==> config.mk <==
export PLATFORM = sky130hd
export DESIGN_NAME = htw_rfifo
export DESIGN_NICKNAME = d
export VERILOG_FILES = /design/src/sv/htw_pkg.sv /design/src/sv/htw_rfifo.sv
export SDC_FILE = /design/constraint.sdc
export NUM_CORES = 1
export LEC_CHECK = 0
export BUFFER_PORTS_ARGS = -buffer_cell sky130_fd_sc_hd__buf_2
export CAP_MARGIN = 10
export CORE_UTILIZATION = 58
export CTS_BUF_LIST = sky130_fd_sc_hd__clkbuf_8
export CTS_CLUSTER_SIZE = 28
export DETAILED_ROUTE_END_ITERATION = 8
export PLACE_DENSITY = 0.86
export SLEW_MARGIN = 20
export SYNTH_ARGS = -nofsm -noshare
export SYNTH_HDL_FRONTEND = slang
export SYNTH_SLANG_ARGS = --single-unit
==> constraint.sdc <==
create_clock -name clk -period 2.9 [get_ports clk]
set_input_delay 0.435 -clock clk [delete_from_list [all_inputs] [get_ports clk]]
set_output_delay 0.435 -clock clk [all_outputs]
set_load 0.05 [all_outputs]
==> src/sv/htw_pkg.sv <==
package htw_pkg;

  localparam int Handles = 32;
  localparam int L0Slots = 256;
  localparam int L1Slots = 64;
  localparam int L2Slots = 64;
  localparam int HW = 5;
  localparam int LW = 6;
  localparam int TW = 48;
  localparam int L0W = 8;
  localparam int L1W = 6;
  localparam int L2W = 6;
  localparam logic [LW-1:0] NIL = LW'(Handles);

  typedef enum logic [1:0] {
    OP_ARM    = 2'd0,
    OP_REMOVE = 2'd1,
    OP_TICK   = 2'd2,
    OP_NONE   = 2'd3
  } op_t;

  typedef struct packed {
    op_t           op;
    logic [HW-1:0] handle;
    logic [TW-1:0] deadline;
  } cmd_t;

  typedef struct packed {
    logic          kind;
    logic [HW-1:0] evicted_handle;
    logic [LW-1:0] evicted_count;
    logic          last;
  } res_t;

  typedef enum logic [3:0] {
    S_INIT,
    S_IDLE,
    S_ARM,
    S_TICK_HEAD,
    S_TICK_WAIT,
    S_WALK,
    S_PLACE,
    S_CASC_HEAD,
    S_CASC_WAIT,
    S_DONE
  } st_t;

  typedef enum logic [1:0] {
    LV_0 = 2'd0,
    LV_1 = 2'd1,
    LV_2 = 2'd2
  } lv_t;

endpackage

==> src/sv/htw_rfifo.sv <==
module htw_rfifo (
  input  logic          clk,
  input  logic          rst_n,
  input  logic          push,
  input  htw_pkg::res_t din,
  output logic          full,
  input  logic          pop,
  output logic          empty,
  output htw_pkg::res_t dout
);
  htw_pkg::res_t q_r [2];
  logic       wp_r, wp_nxt, rp_r, rp_nxt;
  logic [1:0] cnt_r, cnt_nxt;

  assign full  = (cnt_r == 2'd2);
  assign empty = (cnt_r == 2'd0);
  assign dout  = q_r[rp_r];

  always_comb begin
    wp_nxt  = wp_r;
    rp_nxt  = rp_r;
    cnt_nxt = cnt_r;
    if (push && !full) begin
      wp_nxt  = ~wp_r;
      cnt_nxt = cnt_nxt + 2'd1;
    end
    if (pop && !empty) begin
      rp_nxt  = ~rp_r;
      cnt_nxt = cnt_nxt - 2'd1;
    end
  end

  always_ff @(posedge clk) begin
    if (!rst_n) begin
      wp_r  <= 1'b0;
      rp_r  <= 1'b0;
      cnt_r <= 2'd0;
    end else begin
      wp_r  <= wp_nxt;
      rp_r  <= rp_nxt;
      cnt_r <= cnt_nxt;
    end
    if (push && !full) begin
      q_r[wp_r] <= din;
    end
  end
endmodule

# After elaboration in Yosys (flattened, before gate mapping)
# Memories as Yosys holds them, arrays and structs flattened. A register that Yosys moved wholly into a read port is not among the register bits.
# Index checks and enable logic that the tools add are counted.
# W data, S select, Z words.
[classes] addsub=2 eq_ne=1 n_mux=6 bitwise=2 reduce_logical=5
[ops] cell="$mux W1" n=4
[ops] cell="$mux W2" n=2
[ops] cell="$add A2 B1 Y2 const B" n=1
[ops] cell="$eq A2 B2 Y1 const B" n=1
[ops] cell="$logic_and A1 B1 Y1" n=2
[ops] cell="$logic_not A1 Y1" n=2
[ops] cell="$logic_not A2 Y1" n=1
[ops] cell="$not A1 Y1" n=2
[ops] cell="$sub A2 B1 Y2 const B" n=1
[word_totals] register_bits=4 ramBits=26 input_bits=17 output_inout_bits=15 word_cells=20 n_memories=1
[mem_list] name="q_r" depth=2 word_bits=13 rd=1 rd_ports_with_merged_regs=1 write_ports=1 line_no="htw_rfifo.sv:11" rtl="htw_pkg::res_t q_r [2];"

# Logic depth before layout (Yosys ltp)
[depth] depth_word=6 mapped_depth=5 ltp_nobuf=5

# Worst setup path before layout
# Ideal clock, no wire load.
[synth_path] kind="reg-to-reg" start="reg cnt_r[0]" end="mem q_r[0][0] in the netlist's numbering, enable pin" setup_time_ps=384 arrival_time_ps=1681 required_time_ps=2516 slack_ps=835 path_stages_with_launch=5 n_path_buf=0 period_less_slack_ps=2065 path_cell_list="dfxtp_1 inv_1 ha_1 nand2b_4 nor2_1"
[synth_via] elab_chain_cells=5
[synth_lines] element="start, declared" line_no="htw_rfifo.sv:13" rtl="logic [1:0] cnt_r, cnt_nxt;"
[synth_lines] element="start signal, assigned" line_no="htw_rfifo.sv:41" rtl="cnt_r <= cnt_nxt;"
[synth_lines] element="$eq A2 B2 Y1" line_no="htw_rfifo.sv:15" rtl="assign full = (cnt_r == 2'd2);"
[synth_lines] element="net full" line_no="htw_rfifo.sv:6" rtl="output logic full,"
[synth_lines] element="$logic_not A1 Y1" line_no="htw_rfifo.sv:43" rtl="if (push && !full) begin"
[synth_lines] element="$logic_and A1 B1 Y1" line_no="htw_rfifo.sv:43"
[synth_lines] element="$mux W1" line_no="htw_rfifo.sv:43"
[synth_lines] element="$mux W1 (implied by the code)" line_no="htw_rfifo.sv:44" rtl="q_r[wp_r] <= din;"
[synth_lines] element="end, declared" line_no="htw_rfifo.sv:11"
# The timed path passes the listed nets, and every way through them passes these cells.

==> results.md <==
* Initial DRC Count at 21
* Fin area at 0.00152 mm2
* Ant. Diodes at 0
* DPL Wire Length at 1.29 mm
* WP data required at 2.47 ns
* Critical Path Source Type: flip-flop
* Register area share after synthesis at 70.7%
* Final Critical Period at 1.98 ns
* Core area at 0.00198 mm2
* Routability Congestion at 0.797
* Initial antenna violation count at 0
* Num CTS Buffers at 5
* Yosys top cell by area: edfxtp_1
* Post-synthesis cell area at 0.00125 mm2
* Period utilization at 68.1%
* Power Internal at 914 uW
* DP Area at 0.00143 mm2
* Leakage at 0.000612 uW
* Setup WS pre-CTS at 1.16 ns
* IO Port Bufs at 31
* Dominant cells by area after synthesis: edfxtp_1 63%, mux2_2 12%, dfxtp_1 8.0%, ha_1 2.0%, mux2i_1 1.6%
* Mapped Nets at 92
* Seq cells post-synth at 31
* CTS Sinks at 31
* Critical path cell sequence: mux2_2 > buf_2
* Vias in the first global route at 698
* Post-DRT Antenna Nets at 0
* Status: complete, no violations
* Largest family of logic cells by synthesized area: multiplexers
* GR peak layer: met2
* P per Cell Area at 982 mW/mm2
* Initial Utilization at 62.9%
* Maximum clock path buffer count at 2
* Root Driver: clkbuf_8
* Setup total negative slack at 0 ns
* Critical Path AT at 1.54 ns
* Hold Crit Class: input port to flip-flop
* WL final at 1.85 mm
* DIE AREA at 0.00234 mm2
* Setup Fix Bufs, Post-CTS at 0
* Mux share of post-synthesis cell area at 13.4%
* Fmax at 0.506 GHz
* Worst Path Buf+Inv at 1
* Critical Path Max Stage Delay at 0.66 ns
* Sw Pwr at 573 uW
* Met3 Track Usage GR at 9.12%
* GRT met2 Usage at 30.8%
* Worst setup path class: flip-flop to output port
* Fin worst setup slack at 0.925 ns
* Synth warn at 0
* Final Net Count at 130
* Area Overhead vs Synth at 21.6%
* Largest net degree at the start of global routing at 15
* Max-cap violations at 0
* Max Transition Viols Final at 0
* Met1 Use GR at 16.6%
* Clock Latency Late Sink at 0.27 ns
* Count of mapped cells out of synthesis at 73
* Resize count post-CTS at 0
* Worst clock skew at 0.00342 ns
* Die H at 48.4 um
* Compound-Gate Fraction of Synth Area at 1.20%
* Clock power frac at 19.9%
* Synth cell types at 24
* Share of cells above drive strength 1 at 48.2%
* TritonCTS clock tree: yes
* First-pass GRT wire length at 2.88 mm
* Syn Area/Cell at 17.1 um2
* CP top delay family: flip-flops
* DRC violations left at 0
* Nature of the critical path endpoint: output port
* Setup violators final at 0
* Wirelength per Cell at 13.3 um
* Area occupied by multi-input gates at 338 um2
* Clock transition at path regs at 0.06 ns
* Congestion Overflow GR at 0
* Synth Area in Simple Gates at 9.14%
* FF+latch area at 881 um2
* Die width at 48.4 um
* Combinational power share at 39.1%
* Vias per inst at 5.06
* Sw frac at 38.5%
* Placed insts at 131
* Fin cells at 139
* Post-synthesis adder-cell area fraction at 2.01%
* RSZ-0062 raised after global routing: no
* I/O Pins at 32
* Crit path max-delay cell type: dfxtp_1
* Max FO, Critical Path at 13
* Vias at 703
* CTS Hold Buffers Added at 0
* Yosys top cell area share at 62.7%
* H-tree depth at 2
* Fillers at 120
* FP Rows at 16
* Final hold vios at 0
* Drt pass-1 iters at 4
* Slew margin rel. at 64.0%
* Tot GR Track Use at 17.5%
* Worst VDD drop at 0.702 mV
* Post-Synth XOR/XNOR Area at 1.41%
* Tightest Pin Transition at 0.540 ns
* Reg power frac at 40.9%
power by group through the flow:
stage / Sequential, uW / Clock, uW / Combinational [uW]
after CTS: 613 / 308 / 585
final: 609 / 297 / 582
after global routing: 618 / 324 / 614
after floorplan: 594 / 0 / 499
after detailed placement: 622 / 0 / 583
after global placement: 615 / 0 / 570
synthesized netlist by cell type:
library cell	instances
nand3b_1	1
buf_6	1
nand2_1	2
edfxtp_1	26
nand2b_4	1
mux2_2	13
and4b_1	1
nor2_1	3
dfxtp_1	5
nand3_1	1
nor2b_1	1
and4bb_1	1
nor3b_1	1
mux2i_1	2
inv_1	3
ha_1	2
o21a_1	1
nor2b_4	1
nand4_1	1
o211ai_1	1
xor2_1	1
buf_2	1
and2_1	2
xnor2_1	1
worst paths after layout:
path / startpoint / endpoint / slack, ns / cells past startpoint
max: flip-flop / dout[3] / 0.92 / 2
min: din[3] / q_r[0][3] / 0.35 / 1
max reg2reg: cnt_r[0] / q_r[1][6] / 1.38 / 5
min reg2reg: cnt_r[1] / cnt_r[1] / 0.52 / 2
sequential cells by signal, summed over array words and instances, names as in the netlist, named ones only:
name and cells:
wp_r 1, cnt_r 2, rp_r 1, q_r 26
through the flow:
stage | util (%) | hold slack (ns) | power [uW]
2_1_floorplan | - | 0.485 | 1090
4_1_cts | 76.5 | 0.340 | 1510
5_1_grt | 76.5 | 0.333 | 1560
3_5_place_dp | 72.3 | 0.514 | 1200
6_report | 76.5 | 0.348 | 1490
3_3_place_gp | 72.3 | 0.505 | 1190
worst reg2reg max path, delay by kind of cell (launching register included):
kind | cells | cell delay [ns]
adder cells (fa/ha/maj) | 1 | 0.25
buffers and inverters | 2 | 0.31
AND/OR/NAND/NOR | 2 | 0.28
flip-flops | 1 | 0.38
cells by family (layout without fill, tap and decap cells):
group,after synthesis,after routing
multiplexers,15,15
XOR/XNOR,2,2
flip-flops,31,31
AO/OA/AOI/OAI,2,2
AND/OR/NAND/NOR,16,16
buffers and inverters,5,44
adder cells (fa/ha/maj),2,2
area by class of cell:
class                           instances  share of cell area [%]
Timing Repair Buffer                   33                    11.2
Clock buffer                            5                    4.54
Tap cell                               27                    2.23
Sequential cell                        31                    58.1
Multi-Input combinational cell         37                    22.3
Clock inverter                          3                   0.826
Inverter                                3                   0.743
cell usage in the layout, fill, tap and decap left out:
cell / count
nor2b_1: 1
mux2i_1: 2
and4bb_1: 1
mux2_2: 13
and4b_1: 1
buf_2: 31
xnor2_1: 1
nand4_1: 1
nand2b_4: 1
o211ai_1: 1
ha_1: 2
clkinv_2: 1
nand3b_1: 1
nand2_1: 2
nand3_1: 1
o21a_1: 1
nor3b_1: 1
xor2_1: 1
dfxtp_1: 5
clkbuf_8: 5
inv_1: 5
and2_1: 2
nor2_1: 3
nor2b_4: 1
buf_4: 2
edfxtp_1: 26
metal layers:
metal	wire [um]	up-vias
met1	716	331
met4	31	0
met2	997	23
met5	0	-
met3	109	4
li1	-	345
Power figures use the tool's default switching activity.
