$ cat config.mk
export PLATFORM = sky130hd
export DESIGN_NAME = htw_fifo
export DESIGN_NICKNAME = d
export VERILOG_FILES = /design/src/sv/htw_pkg.sv /design/src/sv/htw_fifo.sv
export SDC_FILE = /design/constraint.sdc
export NUM_CORES = 1
export LEC_CHECK = 0
export ABC_AREA = 1
export BUFFER_PORTS_ARGS = -buffer_cell sky130_fd_sc_hd__buf_2
export CELL_PAD_IN_SITES_DETAIL_PLACEMENT = 1
export CELL_PAD_IN_SITES_GLOBAL_PLACEMENT = 1
export CORE_MARGIN = 2
export CORE_UTILIZATION = 47
export DETAILED_ROUTE_END_ITERATION = 8
export HOLD_SLACK_MARGIN = 0.03
export PLACE_DENSITY = 0.92
export SYNTH_ARGS = -nofsm -noshare
export SYNTH_HDL_FRONTEND = slang
export SYNTH_SLANG_ARGS = --single-unit
$ cat constraint.sdc
create_clock -name clk -period 8.35 [get_ports clk]
set_clock_uncertainty 0.05 [all_clocks]
set_input_delay 1.2525 -clock clk [delete_from_list [all_inputs] [get_ports clk]]
set_output_delay 1.2525 -clock clk [all_outputs]
set_load 0.005 [all_outputs]
$ cat src/sv/htw_pkg.sv
package htw_pkg;

  localparam int Handles = 32;
  localparam int L0Slots = 256;
  localparam int L1Slots = 64;
  localparam int L2Slots = 64;
  localparam int HW = 5;
  localparam int LW = 6;
  localparam int TW = 48;
  localparam int L0W = 8;
  localparam int L1W = 6;
  localparam int L2W = 6;
  localparam logic [LW-1:0] NIL = LW'(Handles);

  typedef enum logic [1:0] {
    OP_ARM    = 2'd0,
    OP_REMOVE = 2'd1,
    OP_TICK   = 2'd2,
    OP_NONE   = 2'd3
  } op_t;

  typedef struct packed {
    op_t           op;
    logic [HW-1:0] handle;
    logic [TW-1:0] deadline;
  } cmd_t;

  typedef struct packed {
    logic          kind;
    logic [HW-1:0] evicted_handle;
    logic [LW-1:0] evicted_count;
    logic          last;
  } res_t;

  typedef enum logic [3:0] {
    S_INIT,
    S_IDLE,
    S_ARM,
    S_TICK_HEAD,
    S_TICK_WAIT,
    S_WALK,
    S_PLACE,
    S_CASC_HEAD,
    S_CASC_WAIT,
    S_DONE
  } st_t;

  typedef enum logic [1:0] {
    LV_0 = 2'd0,
    LV_1 = 2'd1,
    LV_2 = 2'd2
  } lv_t;

endpackage

$ cat src/sv/htw_fifo.sv
module htw_fifo (
  input  logic          clk,
  input  logic          rst_n,
  input  logic          push,
  input  htw_pkg::cmd_t din,
  output logic          full,
  input  logic          pop,
  output logic          empty,
  output htw_pkg::cmd_t dout
);
  htw_pkg::cmd_t q_r [2];
  logic       wp_r, wp_nxt, rp_r, rp_nxt;
  logic [1:0] cnt_r, cnt_nxt;

  assign full  = (cnt_r == 2'd2);
  assign empty = (cnt_r == 2'd0);
  assign dout  = q_r[rp_r];

  always_comb begin
    wp_nxt  = wp_r;
    rp_nxt  = rp_r;
    cnt_nxt = cnt_r;
    if (push && !full) begin
      wp_nxt  = ~wp_r;
      cnt_nxt = cnt_nxt + 2'd1;
    end
    if (pop && !empty) begin
      rp_nxt  = ~rp_r;
      cnt_nxt = cnt_nxt - 2'd1;
    end
  end

  always_ff @(posedge clk) begin
    if (!rst_n) begin
      wp_r  <= 1'b0;
      rp_r  <= 1'b0;
      cnt_r <= 2'd0;
    end else begin
      wp_r  <= wp_nxt;
      rp_r  <= rp_nxt;
      cnt_r <= cnt_nxt;
    end
    if (push && !full) begin
      q_r[wp_r] <= din;
    end
  end
endmodule

# After elaboration in Yosys (flattened, before gate mapping)
# Memories as Yosys holds them, arrays and structs flattened. A register that Yosys moved wholly into a read port is not among the register bits.
# Cells that the tools add are included.
[word_totals]
memories = 1
ff_bits = 4
latchBits = 0
inputBits = 59
rom_bits = 0
elab_cells = 20
ram_bits = 110
out_inout_bits = 57
[op_classes]
n_eq_ne = 1
addsub = 2
bitwise = 2
mul = 0
order_cmp = 0
shifts = 0
muxes = 6
n_div = 0
n_reduce_logical = 5
[mem_list]
columns = ["name", "words", "word_bits", "read_ports", "rd_ports_with_merged_regs", "write_ports", "line_no", "source"]
rows = [
  ["q_r", 2, 55, 1, 1, 1, "htw_fifo.sv:11", "htw_pkg::cmd_t q_r [2];"],
]
[ops]
columns = ["operator", "n"]
rows = [
  ["$mux W1", 4],
  ["$mux W2", 2],
  ["$add A2 B1 Y2 const B", 1],
  ["$eq A2 B2 Y1 const B", 1],
  ["$logic_and A1 B1 Y1", 2],
  ["$logic_not A1 Y1", 2],
  ["$logic_not A2 Y1", 1],
  ["$not A1 Y1", 2],
  ["$sub A2 B1 Y2 const B", 1],
]

# Longest topological paths before layout
# Gate-level depths: netlist of run 1.
[depth]
depth_word = 6
depth_mapped = 9
mapped_depth_nobuf = 9

# Worst setup path after synthesis of run 1
# OpenSTA, ideal clock, no wires.
[synth_path]
kind = "input-to-reg"
from = "in push"
to = "mem q_r[1][0] in the netlist's numbering (enable)"
setup_slack_ns = 4.137
required_ns = 7.831
n_path_buf = 0
arrival_time_ns = 3.693
setup_ns = 0.469
cell_stages = 2
cell_sequence = "nand2_1 > nor2_1"
[synth_via]
elab_chain_cells = 3
[synth_rtl]
columns = ["item", "line_no", "source"]
rows = [
  ["from (decl)", "htw_fifo.sv:4", "input logic push,"],
  ["$logic_and A1 B1 Y1", "htw_fifo.sv:43", "if (push && !full) begin"],
  ["$mux W1", "htw_fifo.sv:43", ""],
  ["$mux W1 (not written as such)", "htw_fifo.sv:44", "q_r[wp_r] <= din;"],
  ["to (decl)", "htw_fifo.sv:11", ""],
]
# No other way between the ends.

==> results of run 1 <==
-- worst max-delay path by stage --
stage,start,end,slack (ns),cells after the start
floorplan,push,q_r[1][0]$_DFFE_PP_,4.14,2
global placement,push,q_r[0][43]$_DFFE_PP_,5.31,4
detailed placement,push,q_r[0][46]$_DFFE_PP_,5.20,4
CTS,flip-flop,dout[46],4.89,2
global route,flip-flop,dout[46],4.83,2
finish,flip-flop,dout[46],4.96,2
-- cells by family after synthesis --
family / after synthesis / share of synthesized area, %
adders and majority gates: 2 / 0.560
buffers and inverters: 14 / 3.17
and+or+nand+nor: 15 / 1.34
muxes: 55 / 18.1
DFF: 115 / 76.2
AOI/OAI and AO/OA: 6 / 0.672
-- cells in the final DEF (no fill, tap or decap) --
master	Yosys	layout
clkinv_2	0	3
dfxtp_1	5	4
mux2_4	50	50
clkbuf_8	0	1
o21ai_0	2	2
clkbuf_16	0	16
buf_2	0	115
buf_4	0	2
nand2_1	7	7
dfxtp_4	0	1
nor2_4	0	2
inv_1	8	8
clkinvlp_4	0	1
mux2_2	5	5
nor3_1	1	1
nor2_1	5	3
a21oi_1	4	4
clkinv_1	0	3
nand3_1	2	2
clkinv_4	0	1
clkbuf_1	0	3
edfxtp_1	110	110
bufinv_16	0	4
ha_1	2	2
-- per-layer routing --
layer / global-route usage [%] / vias up / routed length (um)
met4: 8.21 / 0 / 131
met1: 19.4 / 1110 / 3340
li1: - / 1060 / -
met2: 29.9 / 81 / 4590
met3: 5.24 / 13 / 385
met5: 0 / - / 0
-- power by group --
part / internal [mW] / leakage [nW] / switching, mW
Clock: 0.479 / 0.285 / 0.236
Combinational: 0.143 / 0.928 / 0.103
Sequential: 0.707 / 1.07 / 0.0436
-- per-stage QoR --
step | hold slack, ns | setup slack (ns) | power (mW) | instances
global placement | 0.398 | 5.31 | 0.996 | 447
detailed placement | 0.453 | 5.20 | 1.01 | 447
global route | 0.519 | 4.83 | 1.78 | 479
finish | 0.470 | 4.96 | 1.71 | 479
floorplan | 0.397 | 4.14 | 0.922 | 207
CTS | 0.480 | 4.89 | 1.74 | 479
-- registers in the layout, indices dropped and copies added, names as in the netlist, named ones only --
name,count
rp_r,1
q_r,110
wp_r,1
cnt_r,2
-- synthesized netlist by cell type --
cell type | count | area, sq um
nand3_1 | 2 | 10.0
nor3_1 | 1 | 5.00
mux2_4 | 50 | 751
inv_1 | 8 | 30.0
nand2_1 | 7 | 26.3
a21oi_1 | 4 | 20.0
ha_1 | 2 | 25.0
buf_12 | 5 | 100
o21ai_0 | 2 | 10.0
nor2_1 | 5 | 18.8
mux2_2 | 5 | 56.3
dfxtp_1 | 5 | 100
buf_6 | 1 | 11.3
edfxtp_1 | 110 | 3300
-- worst min-delay path: cells and delay by family, from the launching register on --
family / cells / cell delay [ns]
flip-flops: 1 / 0.30
buffers and inverters: 1 / 0.10
AO/OA/AOI/OAI: 1 / 0.08
-- cell type report --
cell class                 count  area (sq um)  area share [%]
clock buffer                  20           425            7.44
multi-input combinational     78           937            16.4
timing repair buffer         117           591            10.3
tap                          129           161            2.82
inverter                       8          30.0           0.526
sequential                   115          3410            59.6
clock inverter                12           163            2.85
==> summary.txt, run 1 <==
Outcome
  – Run status: finished, final reports clean

Logic synthesis
  – Seq/Total Area, Yosys: 76.2%
  – Post-synth cell types: 14
  – Gate Count Post-Synth: 207
  – Synthesis warning total: 0
  – Syn nets: 268
  – #FFs+latches synth: 115
  – Mapped cell area: 4470 sq um
  – Mapped Avg Cell Area: 21.6 sq um

STA
  – Setup TNS: 0 ns
  – Tcrit/Tclk final: 40.7%
  – Worst-Margin Slew: 1.00 ns
  – Minimum clock period: 3.39 ns
  – Pins over their slew limit: 0
  – Maximum clock frequency: 295 MHz
  – Worst relative slew slack: 33.3%
  – Unrepaired setup endpoints after global routing: no
  – Hold Fails Final Rpt: 0
  – Final setup violation count: 0

Drt
  – Vias/cell: 4.73
  – Wire length per cell: 17.6 um
  – DR DRC count: 0
  – Post-DRT Antenna Nets: 0
  – Initial DRC Count: 59
  – WL final: 8.45 mm
  – Initial DRT Pass Iterations: 4
  – Vias: 2264

Critical path
  – Slowest-stage cell, CP: dfxtp_4
  – Critical Path Source Type: flip-flop
  – Cells on worst reg2reg path: 6
  – Reg-to-reg endpoint: q_r[0][51]$_DFFE_PP_
  – Flop-to-flop setup slack: 5.90 ns
  – Cells along the critical path: mux2_2 > buf_2
  – CP max stage delay: 1.01 ns
  – Critical Path End Type: output pin
  – Max Fanout on Critical Path: 55
  – Worst setup path class: reg2out
  – Worst R2R Start: cnt_r[0]$_SDFF_PN0_
  – Worst EP arrival: 2.09 ns
  – Count of buffer and inverter cells on the critical path: 1
  – Top delay family on crit path: flip-flops
  – CP required: 7.05 ns

Placement
  – Post-DP Area: 5130 sq um
  – Half-perimeter wire length after placement: 5.53 mm
  – Placer congestion estimate: 0.716
  – Port-buffer cells: 115

Power
  – PwrDens: 300 nW/um^2
  – Max VDD drop: 0.225 mV
  – Pleak: 2.28 nW

Cells and area
  – Layout Nets: 398
  – Fillers: 846
  – Layout cell share with drive strength beyond 1: 57.4%
  – Layout Utilization: 61.8%
  – Finished Cell Area: 5710 sq um
  – Syn-to-layout area delta: 27.9%
  – N_diodes: 0

Die
  – Die H: 101 um
  – Row count: 35
  – Initial Utilization: 48.3%
  – Core Region: 9240 sq um
  – Die Span X: 101 um
  – Top Ports: 116
  – DIE AREA: 10300 sq um

Worst hold path
  – HP Start: rp_r$_SDFFE_PN0P_
  – Hold Path Class: reg2reg
  – Hold path depth: 2

Global route
  – Largest net degree at the start of global routing: 57
  – Total gr overflow: 0
  – Initial antenna violation count: 0
  – Gr usage total: 17.2%
  – Vias in the first global route: 2422
  – First-pass GRT wire length: 12.7 mm

CTS
  – Reg clk slew, reported paths: 0.05 ns
  – Root Driver: clkbuf_8
  – Post-CTS resize count: 0
  – Hold-fix buffer count after cts: 0
  – Worst-Skew Late Latency: 0.50 ns
  – Post-CTS Setup Bufs: 0
  – CTS Buf Count: 17
  – CTS tree: built
  – Clk sinks: 115
  – CTS H-tree lvls: 4
  – Clock Path Buffers: 2

Job
  – Max-Cap Viols: 0
No activity file was read; power rests on OpenSTA's default activity.
==> inputs of run 2 (changes only) <==
Settings changed: CORE_UTILIZATION 47 to 44, PLACE_DENSITY 0.92 to 0.88.
Clock period 8.35 ns to 3.25 ns, I/O delays scaled along.
==> run 2 against run 1 <==
Effect of this change:
- largest power group is now clock
- critical path depth increased by 1
- highest routed layer unchanged
- power increased to 2.7 times the previous value
- largest cell class unchanged
- die area increased by 6.5%
- hold slack got worse by 0.36 ns
- routed wire length increased by 1.9%
- setup slack got worse by 4.3 ns
- cell area increased by 1.4%
- global-route usage decreased by 0.57 points
- sequential share of layout area decreased by 0.85 points
- utilization decreased by 2.8 points
- register-to-register slack got worse by 4.7 ns
- sequential cell count unchanged
==> summary.txt, run 2 (synthesized netlist as in run 1, its figures left out) <==
Drt
  – Post-DRT Antenna Nets: 0
  – WL final: 8.61 mm
  – DR DRC count: 0
  – Vias: 2289
  – Top layer in use: met4
  – Wire length per cell: 17.8 um
  – Met3 WL: 478 um
  – Initial DRC Count: 81
  – Vias/cell: 4.73
  – Met2 WL: 4.70 mm
  – Initial DRT Pass Iterations: 4
  – Metal1 wirelength: 3.26 mm

Power
  – Final Power: 4.57 mW
  – PwrDens: 788 nW/um^2
  – Pleak: 2.32 nW
  – Max VDD drop: 0.436 mV

Cells and area
  – Layout cell share with drive strength beyond 1: 58.4%
  – Largest Register: q_r
  – N_diodes: 0
  – Leading cell type in the layout, fill and taps excluded: buf_2
  – Most frequent cells in the layout: 115 x buf_2, 110 x edfxtp_1, 50 x mux2_4
  – Largest registers: q_r x110, cnt_r x2
  – Max reg flops: 110
  – Syn-to-layout area delta: 29.8%
  – Finished Cell Area: 5800 sq um
  – Layout Nets: 401

STA
  – Worst Setup Slack, final: 0.624 ns
  – Hold Fails Final Rpt: 0
  – Worst-Margin Slew: 0.583 ns
  – Maximum clock frequency: 381 MHz
  – Pins over their slew limit: 0
  – Tcrit/Tclk final: 80.8%
  – Worst relative slew slack: 61.1%
  – Minimum clock period: 2.63 ns
  – Unrepaired setup endpoints after global routing: no
  – Setup TNS: 0 ns
  – Final setup violation count: 0
  – Hold slack: 0.113 ns

Placement
  – Half-perimeter wire length after placement: 5.69 mm
  – Port-buffer cells: 115
  – Post-DP Area: 5170 sq um
  – Dpl ws: 1.10 ns
  – Placer congestion estimate: 0.656

Job
  – Max-Cap Viols: 0

Critical path
  – WP depth: 3
  – Count of buffer and inverter cells on the critical path: 2
  – Cells on worst reg2reg path: 6
  – Worst EP arrival: 2.09 ns
  – CP max stage delay: 0.72 ns
  – Top delay family on crit path: flip-flops
  – Critical Path Source Type: flip-flop
  – Cells along the critical path: buf_4 > mux2_4 > buf_2
  – Slowest-stage cell, CP: dfxtp_4
  – Max Fanout on Critical Path: 33
  – Critical Path End Type: output pin
  – CP required: 2.71 ns
  – Worst setup path class: reg2out

CTS
  – Clock Path Buffers: 2
  – CTS tree: built
  – Post-CTS Setup Bufs: 0
  – CTS H-tree lvls: 4
  – Reg clk slew, reported paths: 0.05 ns
  – Clk sinks: 115
  – Root Driver: clkbuf_8
  – Worst-Skew Late Latency: 0.51 ns
  – Post-CTS resize count: 0
  – CTS Buf Count: 17
  – Hold-fix buffer count after cts: 0

Global route
  – Vias in the first global route: 2544
  – Gr usage total: 16.7%
  – Initial antenna violation count: 0
  – Largest net degree at the start of global routing: 43
  – Total gr overflow: 0
  – First-pass GRT wire length: 13.4 mm

Die
  – Die Span X: 105 um
  – Core Region: 9820 sq um
  – Initial Utilization: 45.5%
  – DIE AREA: 11000 sq um
  – Top Ports: 116
  – Die H: 105 um
  – Row count: 36

Outcome
  – Run status: finished, final reports clean

Worst hold path
  – Hold Path Class: in2reg
  – Hold path depth: 1
[run 2: stage by stage]
| step | util, % | cells |
|---|---|---|
| 2_1_floorplan | - | 207 |
| 3_3_place_gp | 52.6 | 454 |
| 3_5_place_dp | 52.6 | 454 |
| 4_1_cts | 59.0 | 484 |
| 5_1_grt | 59.0 | 484 |
| 6_report | 59.0 | 484 |
[run 2: final timing paths]
check                 startpoint                   end  slack (ns)
max                    flip-flop              dout[29]        0.62
min                       din[0]   q_r[0][0]$_DFFE_PP_        0.11
max reg2reg  cnt_r[0]$_SDFF_PN0_  q_r[0][13]$_DFFE_PP_        1.20
min reg2reg    rp_r$_SDFFE_PN0P_             flip-flop        0.43
[run 2: routing by layer]
| metal | GRT usage (%) | up-vias |
|---|---|---|
| li1 | - | 1065 |
| met1 | 17.3 | 1120 |
| met2 | 29.4 | 87 |
| met3 | 6.43 | 17 |
| met4 | 8.00 | 0 |
| met5 | 0 | - |
[run 2: layout make-up]
type                            instances  area [sq um]
Fill cell                             938          4020
Sequential cell                       115          3410
Clock buffer                           18           418
Tap cell                              133           166
Multi-Input combinational cell         78           937
Timing Repair Buffer                  120           626
Clock inverter                         12           213
Inverter                                8          30.0
[run 2: where the power goes]
group | leakage [nW] | internal, mW | switching, mW
clock | 0.302 | 1.38 | 0.613
combinational | 0.947 | 0.376 | 0.299
sequential | 1.07 | 1.82 | 0.0848
